==> config.mk <==
export PLATFORM = sky130hd
export DESIGN_NAME = daily_request_budget_guard
export DESIGN_NICKNAME = d
export VERILOG_FILES = /design/src/rtl/drbg_pkg.sv /design/src/rtl/drbg_day_div.sv /design/src/rtl/daily_request_budget_guard.sv
export SDC_FILE = /design/constraint.sdc
export NUM_CORES = 2
export LEC_CHECK = 0
export BUFFER_PORTS_ARGS = -buffer_cell sky130_fd_sc_hd__buf_2
export CAP_MARGIN = 20
export CELL_PAD_IN_SITES_DETAIL_PLACEMENT = 0
export CELL_PAD_IN_SITES_GLOBAL_PLACEMENT = 1
export CORE_MARGIN = 2
export CORE_UTILIZATION = 40
export CTS_CLUSTER_SIZE = 12
export DETAILED_ROUTE_END_ITERATION = 7
export HOLD_SLACK_MARGIN = 0.08
export PLACE_DENSITY_LB_ADDON = 0.1
export SETUP_SLACK_MARGIN = 0.2
export SLEW_MARGIN = 0
export SYNTH_ARGS = -nofsm -noshare
export SYNTH_HDL_FRONTEND = slang
export SYNTH_HIERARCHICAL = 1
export SYNTH_SLANG_ARGS = --single-unit
==> constraint.sdc <==
create_clock -name clk -period 30.3 [get_ports clk]
set_clock_uncertainty 0.15 [all_clocks]
set_input_delay 6.06 -clock clk [delete_from_list [all_inputs] [get_ports clk]]
set_output_delay 6.06 -clock clk [all_outputs]
set_load 0.01 [all_outputs]
==> src/rtl/drbg_pkg.sv <==
// Shared types and constants for the daily request budget guard.
// Holds item/result layouts, code enums and the day-divider constants.
// No dependencies.
package drbg_pkg;

  localparam int InDataW  = 96;
  localparam int OutDataW = 24;
  localparam int SecW     = 40;
  localparam int CntW     = 16;
  localparam int ReadW    = 17;
  localparam int DayW     = 24;
  localparam int SpentW   = 20;
  localparam int ManW     = 8;
  localparam int CfgW     = 16;
  localparam int RemW     = 22;

  typedef enum logic [1:0] {
    MODE_DAY    = 2'd0,
    MODE_ALLOW  = 2'd1,
    MODE_RECORD = 2'd2
  } mode_t;

  typedef enum logic [1:0] {
    RSN_NONE     = 2'd0,
    RSN_MANUAL   = 2'd1,
    RSN_DAILY    = 2'd2,
    RSN_RESERVED = 2'd3
  } reason_t;

  typedef enum logic [1:0] {
    REG_DAILY_LIMIT  = 2'd0,
    REG_AUTO_RESERVE = 2'd1,
    REG_MANUAL_LIMIT = 2'd2,
    REG_PER_WAKE     = 2'd3
  } reg_idx_t;

  typedef struct packed {
    mode_t                    mode;
    logic                     is_auto;
    logic [CntW-1:0]          wanted;
    logic [CntW-1:0]          used;
    logic signed [ReadW-1:0]  api_reading;
  } item_t;

  typedef struct packed {
    logic            rolled;
    reason_t         reason;
    logic            blocked;
    logic [CntW-1:0] granted;
  } res_t;

  // floor(t / 86400) = floor(floor(t / 128) / 675)
  localparam longint unsigned DivD   = 675;
  localparam longint unsigned DayK   = ((64'd1 << 32) + DivD - 1) / DivD;
  localparam longint unsigned DayOff = DayK * DivD;
  localparam longint unsigned Recip1 = ((64'd1 << 27) + DivD - 1) / DivD;
  localparam longint unsigned Recip2 = ((64'd1 << 37) + DivD - 1) / DivD;

  localparam logic [CntW-1:0]         LimitRst   = 16'd100;
  localparam logic [CntW-1:0]         ReserveRst = 16'd0;
  localparam logic [ManW-1:0]         ManLimRst  = 8'd255;
  localparam logic [CntW-1:0]         WakeRst    = 16'hFFFF;
  localparam logic signed [DayW-1:0]  DayNever   = 24'sh800000;
  localparam logic signed [ReadW-1:0] SrvUnknown = -17'sd1;
  localparam logic [SpentW-1:0]       SpentMax   = 20'hFFFFF;
  localparam logic [ManW-1:0]         ManMax     = 8'hFF;

endpackage

==> src/rtl/drbg_day_div.sv <==
// Pipelined floor division of signed UTC seconds by 86400 into a day number.
// Four stages, reciprocal multiplies split over two 17/27-bit digits.
// Depends on drbg_pkg.
module drbg_day_div (
  input  logic                             clk,
  input  logic                             rst_n,
  input  logic                             in_valid,
  output logic                             in_ready,
  input  logic signed [drbg_pkg::SecW-1:0] in_secs,
  input  drbg_pkg::item_t                  in_item,
  output logic                             out_valid,
  input  logic                             out_ready,
  output logic signed [drbg_pkg::DayW-1:0] out_day,
  output drbg_pkg::item_t                  out_item
);
  import drbg_pkg::*;

  logic v1_r, v2_r, v3_r, v4_r;
  logic en1, en2, en3, en4;
  item_t it1_r, it2_r, it3_r, it4_r;

  logic [33:0] u1_r, u_nxt;
  logic [34:0] p2_r, p2_nxt;
  logic [16:0] uh2_r, ul2_r, ul3_r;
  logic [6:0]  qh3_r, qh4_r, qh;
  logic [9:0]  rh3_r, rh_nxt;
  logic [16:0] qh_mul;
  logic [54:0] p4_r, p4_nxt;
  logic [17:0] m1;
  logic [27:0] m2;
  logic [26:0] x2;
  logic [16:0] q2;
  logic [DayW-1:0] day_u;

  assign en4      = !v4_r || out_ready;
  assign en3      = !v3_r || en4;
  assign en2      = !v2_r || en3;
  assign en1      = !v1_r || en2;
  assign in_ready = en1;

  assign m1 = 18'(Recip1);
  assign m2 = 28'(Recip2);

  // shift out 128, offset by a multiple of 675 to make the value non-negative
  assign u_nxt  = {in_secs[SecW-1], in_secs[SecW-1:7]} + 34'(DayOff);
  assign p2_nxt = {18'd0, u1_r[33:17]} * {17'd0, m1};
  assign qh     = p2_r[33:27];
  assign qh_mul = 17'({10'd0, qh} * 17'(DivD));
  assign rh_nxt = 10'(uh2_r - qh_mul);
  assign x2     = {rh3_r, ul3_r};
  assign p4_nxt = {28'd0, x2} * {27'd0, m2};
  assign q2     = p4_r[53:37];
  assign day_u  = {qh4_r, q2} - DayW'(DayK);

  always_ff @(posedge clk) begin
    if (!rst_n) begin
      v1_r <= 1'b0;
      v2_r <= 1'b0;
      v3_r <= 1'b0;
      v4_r <= 1'b0;
    end else begin
      if (en1) v1_r <= in_valid;
      if (en2) v2_r <= v1_r;
      if (en3) v3_r <= v2_r;
      if (en4) v4_r <= v3_r;
    end
  end

  always_ff @(posedge clk) begin
    if (en1) begin
      it1_r <= in_item;
      u1_r  <= u_nxt;
    end
    if (en2) begin
      it2_r <= it1_r;
      p2_r  <= p2_nxt;
      uh2_r <= u1_r[33:17];
      ul2_r <= u1_r[16:0];
    end
    if (en3) begin
      it3_r <= it2_r;
      qh3_r <= qh;
      rh3_r <= rh_nxt;
      ul3_r <= ul2_r;
    end
    if (en4) begin
      it4_r <= it3_r;
      qh4_r <= qh3_r;
      p4_r  <= p4_nxt;
    end
  end

  assign out_valid = v4_r;
  assign out_item  = it4_r;
  assign out_day   = signed'(day_u);

endmodule

==> src/rtl/daily_request_budget_guard.sv <==
// Daily request budget guard: day rollover, allow query and usage record.
// Accepts one word per cycle while the output is not stalled by out_tready.
// Each word passes through the 4-stage day-number divider, then the result register.
// Stages stall independently, so bubbles fill while a result waits.
// Reset (rst_n, synchronous, active low) clears valids, loads register
// defaults and sets the day to "never", counters to 0, server count to unknown.
module daily_request_budget_guard (
  input  logic                                clk,
  input  logic                                rst_n,
  input  logic                                in_tvalid,
  output logic                                in_tready,
  // now_seconds[39:0], is_automatic[40], wanted[56:41], used[72:57],
  // api_reading[89:73], zero fill above
  input  logic [drbg_pkg::InDataW-1:0]        in_tdata,
  // mode[1:0]
  input  logic [1:0]                          in_tuser,
  output logic                                out_tvalid,
  input  logic                                out_tready,
  // granted[15:0], blocked[16], block_reason[18:17], day_rolled[19], zero fill
  output logic [drbg_pkg::OutDataW-1:0]       out_tdata,
  input  logic                                cfg_valid,
  output logic                                cfg_ready,
  input  logic [1:0]                          cfg_index,
  input  logic [drbg_pkg::CfgW-1:0]           cfg_data
);
  import drbg_pkg::*;

  item_t                    in_item, d_item;
  logic signed [SecW-1:0]   in_secs;
  logic                     d_valid, en_out, fire, roll;
  logic signed [DayW-1:0]   d_day;

  logic [CntW-1:0]          limit_r, auto_res_r, per_wake_r;
  logic [ManW-1:0]          man_lim_r;

  logic signed [DayW-1:0]   cur_day_r, cur_day_nxt;
  logic [SpentW-1:0]        spent_r, spent_nxt;
  logic [ManW-1:0]          man_cnt_r, man_cnt_nxt;
  logic                     auto_ran_r, auto_ran_nxt;
  logic signed [ReadW-1:0]  srv_r, srv_nxt;

  logic                     out_vld_r;
  res_t                     out_res_r, res_nxt;

  logic [CntW-1:0]          reserve, g1, g2;
  logic signed [RemW-1:0]   rem_loc, rem_srv, rem;
  logic [SpentW:0]          spent_sum;

  assign in_secs             = signed'(in_tdata[39:0]);
  assign in_item.mode        = mode_t'(in_tuser);
  assign in_item.is_auto     = in_tdata[40];
  assign in_item.wanted      = in_tdata[56:41];
  assign in_item.used        = in_tdata[72:57];
  assign in_item.api_reading = signed'(in_tdata[89:73]);

  drbg_day_div u_div (
    .clk       (clk),
    .rst_n     (rst_n),
    .in_valid  (in_tvalid),
    .in_ready  (in_tready),
    .in_secs   (in_secs),
    .in_item   (in_item),
    .out_valid (d_valid),
    .out_ready (en_out),
    .out_day   (d_day),
    .out_item  (d_item)
  );

  assign en_out = !out_vld_r || out_tready;
  assign fire   = d_valid && en_out;

  // allow-query arithmetic
  assign reserve   = (d_item.is_auto || auto_ran_r) ? '0 : auto_res_r;
  assign rem_loc   = signed'({6'd0, limit_r}) - signed'({2'd0, spent_r})
                   - signed'({6'd0, reserve});
  assign rem_srv   = signed'({6'd0, srv_r[ReadW-2:0]}) - signed'({6'd0, reserve});
  assign rem       = (!srv_r[ReadW-1] && (rem_srv < rem_loc)) ? rem_srv : rem_loc;
  assign g1        = (d_item.wanted < rem[CntW-1:0]) ? d_item.wanted : rem[CntW-1:0];
  assign g2        = (g1 < per_wake_r) ? g1 : per_wake_r;
  assign spent_sum = {1'b0, spent_r} + {5'd0, d_item.used};

  always_comb begin
    res_nxt      = '0;
    roll         = 1'b0;
    cur_day_nxt  = cur_day_r;
    spent_nxt    = spent_r;
    man_cnt_nxt  = man_cnt_r;
    auto_ran_nxt = auto_ran_r;
    srv_nxt      = srv_r;
    unique case (d_item.mode)
      MODE_DAY: begin
        if (d_day != cur_day_r) begin
          roll         = 1'b1;
          cur_day_nxt  = d_day;
          spent_nxt    = '0;
          man_cnt_nxt  = '0;
          auto_ran_nxt = 1'b0;
          srv_nxt      = SrvUnknown;
        end
        res_nxt.rolled = roll;
      end
      MODE_ALLOW: begin
        if (d_item.wanted != '0) begin
          if (!d_item.is_auto && (man_cnt_r >= man_lim_r)) begin
            res_nxt.blocked = 1'b1;
            res_nxt.reason  = RSN_MANUAL;
          end else if (rem[RemW-1] || (rem == '0)) begin
            res_nxt.blocked = 1'b1;
            res_nxt.reason  = d_item.is_auto ? RSN_DAILY : RSN_RESERVED;
          end else begin
            res_nxt.granted = g2;
          end
        end
      end
      MODE_RECORD: begin
        spent_nxt = spent_sum[SpentW] ? SpentMax : spent_sum[SpentW-1:0];
        if (d_item.is_auto) begin
          auto_ran_nxt = 1'b1;
        end else if ((d_item.used != '0) && (man_cnt_r != ManMax)) begin
          man_cnt_nxt = man_cnt_r + ManW'(1);
        end
        if (!d_item.api_reading[ReadW-1]) srv_nxt = d_item.api_reading;
      end
      default: ;
    endcase
  end

  always_ff @(posedge clk) begin
    if (!rst_n) begin
      cur_day_r  <= DayNever;
      spent_r    <= '0;
      man_cnt_r  <= '0;
      auto_ran_r <= 1'b0;
      srv_r      <= SrvUnknown;
      out_vld_r  <= 1'b0;
    end else begin
      if (fire) begin
        cur_day_r  <= cur_day_nxt;
        spent_r    <= spent_nxt;
        man_cnt_r  <= man_cnt_nxt;
        auto_ran_r <= auto_ran_nxt;
        srv_r      <= srv_nxt;
      end
      if (en_out) out_vld_r <= d_valid;
    end
  end

  always_ff @(posedge clk) begin
    if (en_out) out_res_r <= res_nxt;
  end

  // config registers
  assign cfg_ready = 1'b1;

  always_ff @(posedge clk) begin
    if (!rst_n) begin
      limit_r    <= LimitRst;
      auto_res_r <= ReserveRst;
      man_lim_r  <= ManLimRst;
      per_wake_r <= WakeRst;
    end else if (cfg_valid) begin
      unique case (reg_idx_t'(cfg_index))
        REG_DAILY_LIMIT:  limit_r    <= cfg_data;
        REG_AUTO_RESERVE: auto_res_r <= cfg_data;
        REG_MANUAL_LIMIT: man_lim_r  <= cfg_data[ManW-1:0];
        REG_PER_WAKE:     per_wake_r <= cfg_data;
        default: ;
      endcase
    end
  end

  assign out_tvalid = out_vld_r;
  assign out_tdata  = {(OutDataW - $bits(res_t))'(0), out_res_r};

  // assertions
  a_block_reason: assert property (@(posedge clk) disable iff (!rst_n)
    out_vld_r |-> (out_res_r.blocked == (out_res_r.reason != RSN_NONE)))
    else $error("blocked flag and reason disagree");

  a_blocked_zero: assert property (@(posedge clk) disable iff (!rst_n)
    (out_vld_r && out_res_r.blocked) |-> (out_res_r.granted == '0))
    else $error("blocked word carries a grant");

  a_roll_clears: assert property (@(posedge clk) disable iff (!rst_n)
    (fire && roll) |=> (spent_r == '0 && man_cnt_r == '0 && !auto_ran_r
                        && srv_r == SrvUnknown))
    else $error("day rollover did not clear state");

  a_spent_mono: assert property (@(posedge clk) disable iff (!rst_n)
    ($past(rst_n) && !$past(fire && roll)) |-> (spent_r >= $past(spent_r)))
    else $error("spent count decreased without rollover");

endmodule

# Yosys cells after proc, flatten, opt, wreduce, memory -nomap -nowiden
# Index checks and enable logic that the tools add are counted.
# totals
input_bits,121
register_bits,548
# classes
magnitude_cmp,4
n_mul,3
n_bitwise,3
add_sub_neg,8
n_mux,21
n_eq_ne,12
n_reduce_logical,36
# ops
op,n
27-bit by 28-bit multiplier with 54-bit output (second input constant),1
16-bit 2-to-1 mux,3
20-bit 2-to-1 mux,2
20-bit case mux with 2 select lines,1
34-bit by 33-bit adder with 34-bit output (second input constant),1
17-bit 2-to-1 mux,2
17-bit case mux with 2 select lines,1
17-bit by 17-bit multiplier with 33-bit output (second input constant),1
16-bit < comparator,2
16-bit nonzero test,2
8-bit 2-to-1 mux,3
24-bit != test,1
24-bit by 23-bit subtractor with 24-bit output (second input constant),1
22-bit logical NOT,1
17-bit by 22-bit < comparator with 1-bit output,1
22-bit 2-to-1 mux,1
21-bit by 17-bit subtractor with 22-bit output,1
20-bit by 16-bit adder with 21-bit output,1
16-bit by 20-bit subtractor with 21-bit output,1
16-bit by 16-bit subtractor with 17-bit output,1
8-bit case mux with 2 select lines,1
7-bit by 10-bit multiplier with 10-bit output (second input constant),1
2-bit AND reduction,5
10-bit subtractor,1
20 further kinds,51

# Longest topological paths before layout
# logic_depth
depth_word,10
mapped_depth,58
mapped_depth_nobuf,53

# Cells and area by module
# Netlist, hierarchy kept.
# modules_own_cells
module,cells_each,seq_area_each_um2,instances,area_each_um2
drbg_day_div,2018,10109.7,1,26292.7
daily_request_budget_guard,1366,3143.0,1,11240.8

# Least setup slack after synthesis
# No wires, ideal clock.
# synth_path
kind,input -> output
startpoint,in out_tready
endpoint,out in_tready
arrival_ns,9.008
path_stages,4
slack_ns,15.082
path_cell_list,nand2b_1 nor2b_1 and3_1 nand2_1
# synth_via
elab_chain_len,5
# synth_rtl
element,line,rtl
"start, declared",daily_request_budget_guard.sv:18,"input logic out_tready,"
1-bit logical OR,daily_request_budget_guard.sv:69,assign en_out = !out_vld_r || out_tready;
1-bit logical OR,drbg_day_div.sv:35,assign en4 = !v4_r || out_ready;
1-bit logical OR,drbg_day_div.sv:36,assign en3 = !v3_r || en4;
1-bit logical OR,drbg_day_div.sv:37,assign en2 = !v2_r || en3;
1-bit logical OR,drbg_day_div.sv:38,assign en1 = !v1_r || en2;
"end, declared",daily_request_budget_guard.sv:11,"output logic in_tready,"
# No other way between the ends.

# Final worst setup path
# layout_path
startpoint,in out_tready
endpoint,out in_tready
# layout_via
elab_chain_len,5
# layout_rtl
element,line,rtl
1-bit logical OR,daily_request_budget_guard.sv:69,
via en_out,daily_request_budget_guard.sv:30,"logic d_valid, en_out, fire, roll;"
1-bit logical OR,drbg_day_div.sv:35,
1-bit logical OR,drbg_day_div.sv:36,
1-bit logical OR,drbg_day_div.sv:37,
1-bit logical OR,drbg_day_div.sv:38,
# The timed path passes the listed nets, and every way through them passes these cells.

==> flow_summary.rst <==
.. list-table::
   :header-rows: 1

   * - Metric
     - Value
   * - Result of the run
     - complete, no violations
   * - Final count of pins violating max slew
     - 0
   * - Number of enable flip-flop cells after synthesis
     - 354
   * - Initial antenna violation count
     - 0
   * - Highest metal layer used by the detailed router
     - met4
   * - Wire length of the first global-routing pass
     - 143 mm
   * - Most used cell, CP
     - buf_2
   * - Combined global-route utilization of all metal layers
     - 19.5%
   * - Detail Placement HPWL
     - 72.6 mm
   * - Count of nets left with antenna violations after detail routing
     - 0
   * - Proportion of netlist area held by the largest area contributor
     - 28.3%
   * - Worst slew margin relative to its limit
     - 33.0%
   * - Number of sinks on the clock net
     - 485
   * - Flip-flop cell with the highest count after synthesis
     - edfxtp_1
   * - Placed instance count
     - 4729
   * - Die outline area
     - 0.0963 sq mm
   * - Post-Syn Area
     - 0.0375 sq mm
   * - GR Overflow Total
     - 0
   * - Hold Violations, Final
     - 0
   * - H-Tree Level Count
     - 2
   * - Setup tns final
     - 0 ns
   * - Sequential cell area
     - 0.0133 sq mm
   * - Pin count of the biggest net entering global routing
     - 100
   * - Post-cts hold buffer count
     - 0
   * - Area contributors post-synth
     - edfxtp_1 28%, ha_1 20%, fa_1 15%
   * - Seq cells post-synth
     - 485
   * - Count of boundary I/O pins
     - 148
   * - Share of cells above drive strength 1
     - 7.74%
   * - Final wirelength
     - 91.3 mm
   * - Timing-limited maximum frequency
     - 70.3 MHz
   * - Post-route minimum period
     - 14.22 ns
   * - Setup crit start kind
     - input port
   * - Worst Setup End Kind
     - output pin
   * - Cell Chain, Critical Path
     - buf_2, nand2b_1, buf_4, nor2b_1, and3_1, nand2_4, buf_2
   * - Drt pass-1 iters
     - 5
   * - Sequential-to-total area share from yosys stat
     - 35.3%
   * - Detailed-route DRC error count
     - 0
   * - Routed via count divided by cell count
     - 5.01
   * - Hold WC Path Type
     - register to register
   * - Number of global-route vias before repair
     - 25.0k
   * - Starting utilization of the core area
     - 40.3%
   * - Critical path buffer and inverter count
     - 3
   * - Final net count
     - 4545
   * - Type of the setup path with the least slack
     - input port to output pin
   * - Horizontal die dimension
     - 310 um
   * - Cts repair resizes
     - 0
   * - Library cell occupying the most area in the post-synthesis netlist
     - edfxtp_1
   * - RSZ-0062 raised after global routing
     - no
   * - Max-Cap Viols
     - 0
   * - Cell count after synthesis
     - 3384
   * - Routed metal-1 wirelength
     - 43.8 mm
   * - Critical path's largest stage delay
     - 0.43 ns
   * - Met2 layer wire length in the routed design
     - 41.9 mm
   * - Clock Tree Root
     - clkbuf_16
   * - Total length of routed met3 wires
     - 3.88 mm
   * - Final non-filler cell total
     - 4836
   * - Buffers on Ports
     - 129
   * - Largest fanout of any net on the critical path
     - 24
   * - Most frequent cells in the layout
     - 610 x ha_1, 584 x inv_1, 354 x edfxtp_1
   * - Row count
     - 112
   * - Area taken by multi-input logic gates
     - 0.0219 sq mm
   * - Clock insertion delay at the later pin of the skew report
     - 0.65 ns
   * - Netlist cell types
     - 89
   * - Mean post-synth cell area
     - 11.1 sq um
   * - Final setup violation count
     - 0
   * - Synthesis-to-finish area growth
     - 10.6%
   * - Clock buffer count from CTS
     - 56
   * - Fillcell total
     - 8760
   * - Die outline height
     - 310 um
   * - Clock tree from TritonCTS
     - done
   * - Count of yosys warnings during synthesis
     - 6
   * - Post-route clock period utilization
     - 46.9%
   * - Dominant delay contributor by cell family on the critical path
     - simple AND/OR/NAND/NOR gates
   * - Clk pin slew, worst setup/hold paths
     - 0.06 ns
   * - Final Wtd Congestion
     - 0.851
   * - Buffers from clock root to sink, at most
     - 3
   * - Most common cell after layout, fill and taps aside
     - ha_1
   * - Vias after detailed routing
     - 24.2k
   * - Initial DRC Count
     - 1424
   * - Worst path required time
     - 24.09 ns
   * - Slowest-stage cell, CP
     - nor2b_1
   * - Transition time at the pin with the least slew margin
     - 1.00 ns
   * - Data arrival at the endpoint of the critical path
     - 8.01 ns
   * - Area of the core
     - 0.0932 sq mm
   * - WL/cell
     - 18.9 um
   * - Share of synthesized flip-flops with an asynchronous set or reset
     - 0%
   * - Post-CTS setup buffers
     - 0
-- sequential cells by signal (all words and copies together), names as in the netlist, 20 cells and up --
signal / flops
out_tdata: 20
u_div/out_item: 52
u_div/it1_r: 52
u_div/it3_r: 52
u_div/u1_r: 34
spent_r: 20
cur_day_r: 24
u_div/it2_r: 52
-- layout make-up --
type	instances	area share [%]
Inverter	586	5.31
Antenna cell	1	0.00603
Clock buffer	68	3.52
Sequential cell	485	31.9
Timing Repair Buffer	147	2.01
Tap cell	1254	3.78
Multi-Input combinational cell	2262	52.7
Clock inverter	33	0.780
-- cells in the mapped netlist, types with 5 or more instances --
| cell | instances |
|---|---|
| o21bai_1 | 13 |
| xor2_1 | 68 |
| a211oi_1 | 19 |
| nand2_1 | 231 |
| or3_1 | 10 |
| a21boi_0 | 54 |
| nor2_1 | 115 |
| nor2b_1 | 41 |
| o211ai_1 | 32 |
| nand3b_1 | 5 |
| fa_1 | 276 |
| a21oi_1 | 121 |
| and4_1 | 8 |
| o21ai_0 | 80 |
| xnor2_1 | 114 |
| mux2_2 | 5 |
| and3_1 | 14 |
| or2_2 | 7 |
| nor3_1 | 33 |
| dfxtp_1 | 131 |
| nor3b_1 | 9 |
| o2111ai_1 | 6 |
| o22ai_1 | 5 |
| clkbuf_1 | 45 |
| buf_4 | 5 |
| a221oi_1 | 5 |
| inv_1 | 586 |
| a21o_1 | 56 |
| nand4_1 | 34 |
| nand2b_1 | 18 |
| ha_1 | 610 |
| o21a_1 | 21 |
| and2_1 | 9 |
| a31oi_1 | 12 |
| edfxtp_1 | 354 |
| nand3_1 | 62 |
| mux2i_1 | 62 |
| nor4_1 | 17 |
| a31o_2 | 5 |
-- worst register-to-register path: cells and delay by family (launching register included) --
family | cells | cell delay (ns)
AO/OA/AOI/OAI | 31 | 8.09
flip-flops | 1 | 0.38
AND/OR/NAND/NOR | 7 | 1.40
adder cells (fa/ha/maj) | 6 | 1.85
multiplexers | 3 | 1.28
buffers and inverters | 1 | 0.06
XOR/XNOR | 2 | 0.44
-- per-stage QoR --
| stage | util, % | setup WS [ns] | cell area (sq um) | hold WS (ns) |
|---|---|---|---|---|
| finish | 44.6 | 16.08 | 41500 | 0.241 |
| CTS | 44.5 | 16.05 | 41400 | 0.242 |
| floorplan | - | 15.08 | 37500 | 0.250 |
| detailed placement | 42.5 | 16.06 | 39600 | 0.255 |
| global placement | 42.5 | 16.10 | 39600 | 0.251 |
| global route | 44.6 | 15.44 | 41500 | 0.266 |
-- layer usage --
metal / track usage, % / vias up
met2: 31.3 / 402
met5: 0 / -
met4: 4.13 / 0
met1: 27.6 / 11800
li1: - / 11900
met3: 3.28 / 89
-- path summary, 6_finish.rpt --
path                   start  slack [ns]               to  depth (start not counted)
min reg2reg  u_div/it1_r[34]        0.24  u_div/it2_r[34]                          0
min          u_div/it1_r[34]        0.24  u_div/it2_r[34]                          0
max               out_tready       16.08        in_tready                          7
max reg2reg       limit_r[0]       16.37    out_tdata[13]                         50
-- cells by family (layout without fill, tap and decap cells) --
group / count (synthesis) / after routing / synth area share, %
fa+ha+maj: 886 / 886 / 35.1
buf+inv: 640 / 834 / 6.51
simple gates: 637 / 637 / 8.30
compound gates: 485 / 485 / 8.75
flops: 485 / 485 / 35.3
xor+xnor: 182 / 182 / 4.25
mux: 67 / 67 / 1.80
other cells: 2 / 6 / 0.0200
Power is left out: the tool's default activity adds up to more than one toggle a clock period on the data nets, which glitch-free logic cannot reach.
